==> src/design/lru_frame_replacer_macros.svh <==
// Assertion macros for the replacer's top-level RTL file.
`ifndef LRU_FRAME_REPLACER_MACROS_SVH
`define LRU_FRAME_REPLACER_MACROS_SVH

// Same-cycle implication, checked outside reset.
`define LRUFR_ASSERT_NOW(lbl, ante, cons, msg) \
  lbl: assert property (@(posedge clk) disable iff (!rst_n) (ante) |-> (cons)) else $error(msg);

// Next-cycle implication, checked outside reset.
`define LRUFR_ASSERT_NEXT(lbl, ante, cons, msg) \
  lbl: assert property (@(posedge clk) disable iff (!rst_n) (ante) |=> (cons)) else $error(msg);

`endif

==> src/design/lrufr_pkg.sv <==
// Package for the LRU frame replacer: sizes, command codes and payload types.
package lrufr_pkg;

  localparam int NUM_FRAMES = 64;
  localparam int FRAME_W    = 8;
  localparam int CNT_W      = 9;
  localparam int CMD_W      = 2;
  localparam int FIDX_W     = (NUM_FRAMES > 1) ? $clog2(NUM_FRAMES) : 1;

  // Command codes
  localparam logic [CMD_W-1:0] CMD_VICTIM = 2'd0;
  localparam logic [CMD_W-1:0] CMD_PIN    = 2'd1;
  localparam logic [CMD_W-1:0] CMD_UNPIN  = 2'd2;

  typedef struct packed {
    logic [CMD_W-1:0]   command;
    logic [FRAME_W-1:0] frame;
  } in_t;

  typedef struct packed {
    logic               victim_found;
    logic [FRAME_W-1:0] victim_frame;
    logic [CNT_W-1:0]   unpinned_count;
  } out_t;

  // Contents of one list cell
  typedef struct packed {
    logic [FRAME_W-1:0] frame;
    logic               valid;
  } cell_t;

  // Per-cell control from the list controller
  typedef struct packed {
    logic shift;   // take the neighbour's contents (toward the head)
    logic append;  // write the new frame if this cell is the tail slot
  } cell_ctl_t;

endpackage

==> src/design/lru_frame_replacer.sv <==
// LRU frame replacer: a row of cells holding evictable frames, oldest at the head.
//
// Usage: commands arrive on the in_ channel (valid/ready) as {command, frame}:
// victim takes the head frame, pin removes a frame, unpin appends a frame at
// the tail unless it is already listed. Frames at or above NUM_FRAMES are
// ignored by pin and unpin. Each command yields one result on the out_
// channel: {victim_found, victim_frame, unpinned_count}.
// Result: registered, valid in the cycle after the command transfer.
// Throughput: one command per cycle while results are taken. All cells compare
// the frame in parallel and the shifting cells move in the same cycle; membership
// is the OR of the cell matches, so the row updates in a single step per command.
// Stalls: the result sits in an output register; a new command is taken in
// the cycle the held result is transferred, and in_ready drops while the
// register holds an untaken result.
// Reset (rst_n, synchronous, active low): the list is empty, all frames are
// unlisted, the count is zero and no result is pending.
`include "lru_frame_replacer_macros.svh"

module lru_frame_replacer (
  input  logic            clk,
  input  logic            rst_n,
  input  logic            in_valid,
  output logic            in_ready,
  input  lrufr_pkg::in_t  in_data,
  output logic            out_valid,
  input  logic            out_ready,
  output lrufr_pkg::out_t out_data
);
  import lrufr_pkg::*;

  cell_t                   cell_q [NUM_FRAMES];
  logic [NUM_FRAMES-1:0]   valid_vec;
  logic [NUM_FRAMES-1:0]   match_vec;
  logic [NUM_FRAMES-1:0]   shift_vec;
  logic                    append;
  logic [CNT_W-1:0]        count_r, count_nxt;
  logic                    out_valid_r;
  out_t                    out_r, out_nxt;
  logic                    in_fire;
  logic                    in_range;
  logic                    any_match;
  logic                    is_listed;

  assign in_ready = !out_valid_r || out_ready;
  assign in_fire  = in_valid && in_ready;

  // Frame range check; membership comes from the parallel cell match
  assign in_range  = ({1'b0, in_data.frame} < CNT_W'(NUM_FRAMES));
  assign any_match = |match_vec;
  assign is_listed = in_range && any_match;

  // Command decode and list control
  always_comb begin
    shift_vec  = '0;
    append     = 1'b0;
    count_nxt  = count_r;
    out_nxt    = '{victim_found: 1'b0, victim_frame: '0, unpinned_count: count_r};
    if (in_fire) begin
      case (in_data.command)
        CMD_VICTIM: begin
          if (count_r != '0) begin
            shift_vec  = '1;
            count_nxt  = count_r - CNT_W'(1);
            out_nxt.victim_found = 1'b1;
            out_nxt.victim_frame = cell_q[0].frame;
          end
        end
        CMD_PIN: begin
          if (is_listed) begin
            // Cells from the matching one onward move toward the head
            shift_vec        = ~(match_vec - NUM_FRAMES'(1));
            count_nxt        = count_r - CNT_W'(1);
          end
        end
        CMD_UNPIN: begin
          if (in_range && !any_match && (count_r < CNT_W'(NUM_FRAMES))) begin
            append           = 1'b1;
            count_nxt        = count_r + CNT_W'(1);
          end
        end
        default: begin
        end
      endcase
      out_nxt.unpinned_count = count_nxt;
    end
  end

  // Cell row
  for (genvar i = 0; i < NUM_FRAMES; i++) begin : g_cell
    logic      prev_valid;
    cell_t     next_q;
    cell_ctl_t ctl;

    if (i == 0) begin : g_head
      assign prev_valid = 1'b1;
    end else begin : g_body
      assign prev_valid = valid_vec[i-1];
    end

    if (i == NUM_FRAMES - 1) begin : g_last
      assign next_q = '{frame: '0, valid: 1'b0};
    end else begin : g_mid
      assign next_q = cell_q[i+1];
    end

    assign ctl = '{shift: shift_vec[i], append: append};

    lrufr_cell u_cell (
      .clk        (clk),
      .rst_n      (rst_n),
      .ctl        (ctl),
      .wr_frame   (in_data.frame),
      .prev_valid (prev_valid),
      .next_q     (next_q),
      .q          (cell_q[i]),
      .match      (match_vec[i])
    );

    assign valid_vec[i] = cell_q[i].valid;
  end

  // Listed count
  always_ff @(posedge clk) begin
    if (!rst_n) begin
      count_r  <= '0;
    end else begin
      count_r  <= count_nxt;
    end
  end

  // Output register
  always_ff @(posedge clk) begin
    if (!rst_n) begin
      out_valid_r <= 1'b0;
    end else if (in_fire) begin
      out_valid_r <= 1'b1;
    end else if (out_ready) begin
      out_valid_r <= 1'b0;
    end
  end

  always_ff @(posedge clk) begin
    if (in_fire) begin
      out_r <= out_nxt;
    end
  end

  assign out_valid = out_valid_r;
  assign out_data  = out_r;

  // Checks
  `LRUFR_ASSERT_NOW(a_count_cells, 1'b1, $countones(valid_vec) == 32'(count_r),
                    "cell count mismatch")
  `LRUFR_ASSERT_NOW(a_single_match, 1'b1, $onehot0(match_vec), "frame held by two cells")
  `LRUFR_ASSERT_NOW(a_packed_head, 1'b1, (valid_vec & (valid_vec + NUM_FRAMES'(1))) == '0,
                    "cells not packed at head")
  `LRUFR_ASSERT_NEXT(a_victim_zero, in_fire && (in_data.command != CMD_VICTIM),
                     !out_data.victim_found && (out_data.victim_frame == '0),
                     "victim reported for non-victim command")

endmodule

==> src/design/lrufr_cell.sv <==
// One list cell: holds a frame, matches it, shifts toward the head or takes an append.
module lrufr_cell (
  input  logic                                clk,
  input  logic                                rst_n,
  input  lrufr_pkg::cell_ctl_t                ctl,
  input  logic [lrufr_pkg::FRAME_W-1:0]       wr_frame,
  input  logic                                prev_valid,
  input  lrufr_pkg::cell_t                    next_q,
  output lrufr_pkg::cell_t                    q,
  output logic                                match
);
  import lrufr_pkg::*;

  logic [FRAME_W-1:0] frame_r, frame_nxt;
  logic               valid_r, valid_nxt;
  logic               is_tail;

  // Tail slot: first empty cell, at the head or behind a full one
  assign is_tail = !valid_r && prev_valid;

  always_comb begin
    frame_nxt = frame_r;
    valid_nxt = valid_r;
    if (ctl.shift) begin
      frame_nxt = next_q.frame;
      valid_nxt = next_q.valid;
    end else if (ctl.append && is_tail) begin
      frame_nxt = wr_frame;
      valid_nxt = 1'b1;
    end
  end

  always_ff @(posedge clk) begin
    if (!rst_n) begin
      valid_r <= 1'b0;
    end else begin
      valid_r <= valid_nxt;
    end
  end

  // Frame payload, no reset
  always_ff @(posedge clk) begin
    frame_r <= frame_nxt;
  end

  assign q     = '{frame: frame_r, valid: valid_r};
  assign match = valid_r && (frame_r == wr_frame);

endmodule

==> config.mk <==
export PLATFORM = sky130hd
export DESIGN_NAME = lru_frame_replacer
export DESIGN_NICKNAME = d
export VERILOG_FILES = /design/src/design/lrufr_pkg.sv /design/src/design/lru_frame_replacer.sv /design/src/design/lrufr_cell.sv
export VERILOG_INCLUDE_DIRS = /design/src /design/src/design
export SDC_FILE = /design/constraint.sdc
export NUM_CORES = 2
export LEC_CHECK = 0
export ABC_AREA = 1
export BUFFER_PORTS_ARGS = -buffer_cell sky130_fd_sc_hd__buf_4
export CORE_MARGIN = 5
export CORE_UTILIZATION = 55
export DETAILED_ROUTE_END_ITERATION = 16
export PLACE_DENSITY = 0.68
export SLEW_MARGIN = 20
export SYNTH_ARGS = -nofsm -noshare
export SYNTH_HDL_FRONTEND = slang
export SYNTH_SLANG_ARGS = --single-unit
==> constraint.sdc <==
create_clock -name clk -period 6.5 [get_ports clk]
set_clock_uncertainty 0.15 [all_clocks]
set_input_delay 0.65 -clock clk [delete_from_list [all_inputs] [get_ports clk]]
set_output_delay 0.65 -clock clk [all_outputs]
set_load 0.1 [all_outputs]
==> flow_summary.json <==
{
  "outcome": "finished clean",
  "rsz0062_at_grt": "no",
  "synth_edf_count": 522,
  "cts_buffers": 72,
  "crit_slowest_cell": "inv_4",
  "synth.distinct_cells": 49,
  "clkLatencyLatePin_ns": 0.64,
  "startpoint_type": "input pin",
  "worstSetupEndpointType": "flip-flop",
  "yosys-top-cells-area": "edfxtp_1 (38%), nand2_1 (18%), nor2_1 (7.2%), inv_1 (5.8%), nand3_1 (4.5%)",
  "tns_ns": 0,
  "cts_tree": "built",
  "r2r_cells": 13,
  "fmax_ghz": 0.190,
  "worstHoldStart": "out_ready",
  "dr.pass1.iters": 6,
  "grt_max_degree": 77,
  "num_antenna_cells": 0,
  "vias_per_cell": 5.75,
  "path_class": "in -> reg",
  "finalPower_mw": 9.83,
  "reg2reg_to": "g_cell[2].u_cell.frame_r[4]$_DFFE_PP_",
  "io_buffer_count": 33,
  "grt_overflow": 0,
  "min_period_ns": 5.25,
  "min_period_over_period": 0.808,
  "wl_per_cell_um": 20.1,
  "cp_cell_sequence": "buf_6 > inv_4 > buf_4 > nand2_1 > nand2_1 > nor2_1 > nand3b_1 > nor2_1 > nor2_1 > nand2_1 > nor2_1 > nand2_1 > nor2_2 > nand2_2 > nand3_2 > buf_4 > o21ai_1 > nand2_1 > nand2_1 > nor2_1 > nor2_1",
  "yosysTopAreaCell": "edfxtp_1",
  "finalWeightedCongestion": 1.00,
  "cts_max_level": 3,
  "dp_cells": 6637,
  "final_area_um2": 43900,
  "power_density_nw_per_um2": 224,
  "synth_nets": 5870,
  "hold_path.class": "in -> reg",
  "clock-sinks": 604,
  "syn_area_um2": 41100,
  "ios": 34,
  "crit_fanout": 51,
  "synth_commonest_cells": "nand2_1 (1,923), nor2_1 (790), inv_1 (633)",
  "die-width_um": 283,
  "crit_buf_inv": 4,
  "reg2reg_slack_ns": 1.42,
  "min_to": "out_valid$_SDFFE_PN0P_",
  "yosysMostFrequentCell": "nand2_1",
  "yosys_warnings": 0,
  "nets": 5760,
  "grt_usage": 0.327,
  "syn_inst": 5852,
  "crit_arrival_ns": 5.61,
  "tightestPinTransition_ns": 1.17,
  "setup_violations": 0,
  "place_area_um2": 41500,
  "ys_seq_area_frac": 0.422,
  "synth_top_area_frac": 0.382,
  "grt_pass1_vias": 36111,
  "finalNonFillerCells": 6770,
  "cts_resized": 0,
  "synthFlopType": "edfxtp_1",
  "slew_headroom": 0.222,
  "num_vias": 38905,
  "num_rows": 100,
  "crit-reg2reg-launch": "count_r[0]$_SDFFE_PN0P_",
  "syn2layout_area_growth_pct": 7.02,
  "die-area_um2": 80200,
  "drive_above_1_share": 0.0541,
  "holdBufCountCts": 0,
  "grt_pass1_wl_um": 208000,
  "slowest_delay_ns": 0.77,
  "initial_core_util": 0.553,
  "antenna_found_initial": 1,
  "ir_worst_vdd_mv": 0.189,
  "place.detailed.hpwl_um": 92000,
  "cap_viol_max_count": 0,
  "async_flop_share": 0,
  "drtIter0Drc": 4251,
  "hold_depth": 4,
  "coreArea_um2": 74200,
  "clk_pin_slew_ns": 0.06,
  "cpLargestDelayFamily": "simple AND/OR/NAND/NOR gates",
  "cp.required_ns": 6.86,
  "antenna_left": 0,
  "finalMaxSlewViolations": 0,
  "ys_ff_latch": 604,
  "cts_setup_buffers": 0,
  "cts-root-buf": "clkbuf_16",
  "p_leak_nw": 20.7,
  "syn_avg_cell_area_um2": 7.02,
  "die_h_um": 283,
  "fin_hold_ws_ns": 0.190,
  "wirelength_um": 136000,
  "drc": 0,
  "cts_buffer_depth": 3,
  "hold_viol_final": 0
}
## worst register-to-register path, stage by stage, from the launching register on
cell and delay [ns]:
dfxtp_1 0.38, inv_1 0.20, ha_1 0.22, nand3_1 0.14
nor3_1 0.29, inv_1 0.09, nor2_1 0.14, inv_1 0.07
nor2_2 0.18, inv_1 0.14, nand2_2 0.52, inv_1 0.69
o211ai_1 1.02, nand2_1 0.49
## per-stage QoR
| stage | util | setup slack, ns |
|---|---|---|
| final | 0.592 | 1.25 |
| after global routing | 0.592 | 1.01 |
| after CTS | 0.592 | 1.49 |
| after detailed placement | 0.559 | 0.917 |
| after global placement | 0.559 | 0.958 |
| after floorplan | - | 2.62 |
## flip-flops by register name (all words and copies together), names as in the netlist
register	flops
out_valid	1
g_cell.u_cell.valid_r	64
count_r	9
out_data	18
g_cell.u_cell.frame_r	512
## worst max-delay path by stage
| stage | startpoint | endpoint | slack, ns | cells after the start |
|---|---|---|---|---|
| 2_1_floorplan | in_data[4] | g_cell[0].u_cell.frame_r[0]$_DFFE_PP_ | 2.62 | 20 |
| 3_3_place_gp | in_data[1] | g_cell[2].u_cell.frame_r[1]$_DFFE_PP_ | 0.96 | 18 |
| 6_report | in_data[1] | g_cell[37].u_cell.valid_r$_SDFFE_PN0P_ | 1.25 | 21 |
| 5_1_grt | count_r[0]$_SDFFE_PN0P_ | g_cell[2].u_cell.valid_r$_SDFFE_PN0P_ | 1.01 | 15 |
| 3_5_place_dp | in_data[1] | g_cell[2].u_cell.frame_r[0]$_DFFE_PP_ | 0.92 | 18 |
| 4_1_cts | count_r[0]$_SDFFE_PN0P_ | g_cell[2].u_cell.frame_r[4]$_DFFE_PP_ | 1.49 | 13 |
## logic make-up (layout without fill, tap and decap cells)
group / Yosys count / after routing / synth area share
buffers and inverters: 923 / 872 / 0.101
adder cells (fa/ha/maj): 4 / 4 / 0.00122
XOR/XNOR: 152 / 152 / 0.0324
AO/OA/AOI/OAI: 774 / 774 / 0.0967
AND/OR/NAND/NOR: 3395 / 3395 / 0.347
flip-flops: 604 / 604 / 0.422
## cell type report
class                      instances  area (µm²)
inverter                         648        2440
clock inverter                    36         393
clock buffer                      97        2060
sequential                       604       17300
tap                              969        1210
timing repair buffer              91         907
multi-input combinational       4325       19600
fill                            6936       30300
## report_power, final
group	total (mW)	internal, mW	switching (mW)
clock	4.26	2.54	1.71
sequential	4.37	4.31	0.0562
combinational	1.21	0.332	0.875
total	9.83	7.19	2.65
## layout by cell type, fill, tap and decap left out, types with 10 or more instances in the layout
cell       instances
edfxtp_1         522
xor2_1            39
nand3b_1          27
clkbuf_16         75
dfxtp_1           82
clkbuf_1          12
nand4_1          141
o21ai_0          326
nand2_1         1922
clkinv_2          18
and2_1            24
a21oi_1          144
nand2_2           23
buf_4             71
nand3_1          372
inv_1            633
buf_12            17
o22ai_1           11
o21ai_1          271
clkbuf_8          10
nand3_2           30
nor3_1            24
xnor2_1          113
nor2_1           789
## layer usage
| layer | track usage | vias up | routed length, µm |
|---|---|---|---|
| met4 | 0.144 | 0 | 6260 |
| met1 | 0.432 | 17800 | 55200 |
| met3 | 0.0513 | 407 | 12600 |
| li1 | - | 18726 | - |
| met2 | 0.535 | 1972 | 62200 |
| met5 | 0 | - | 0 |
Note: power is estimated with default switching activity, not from simulation.
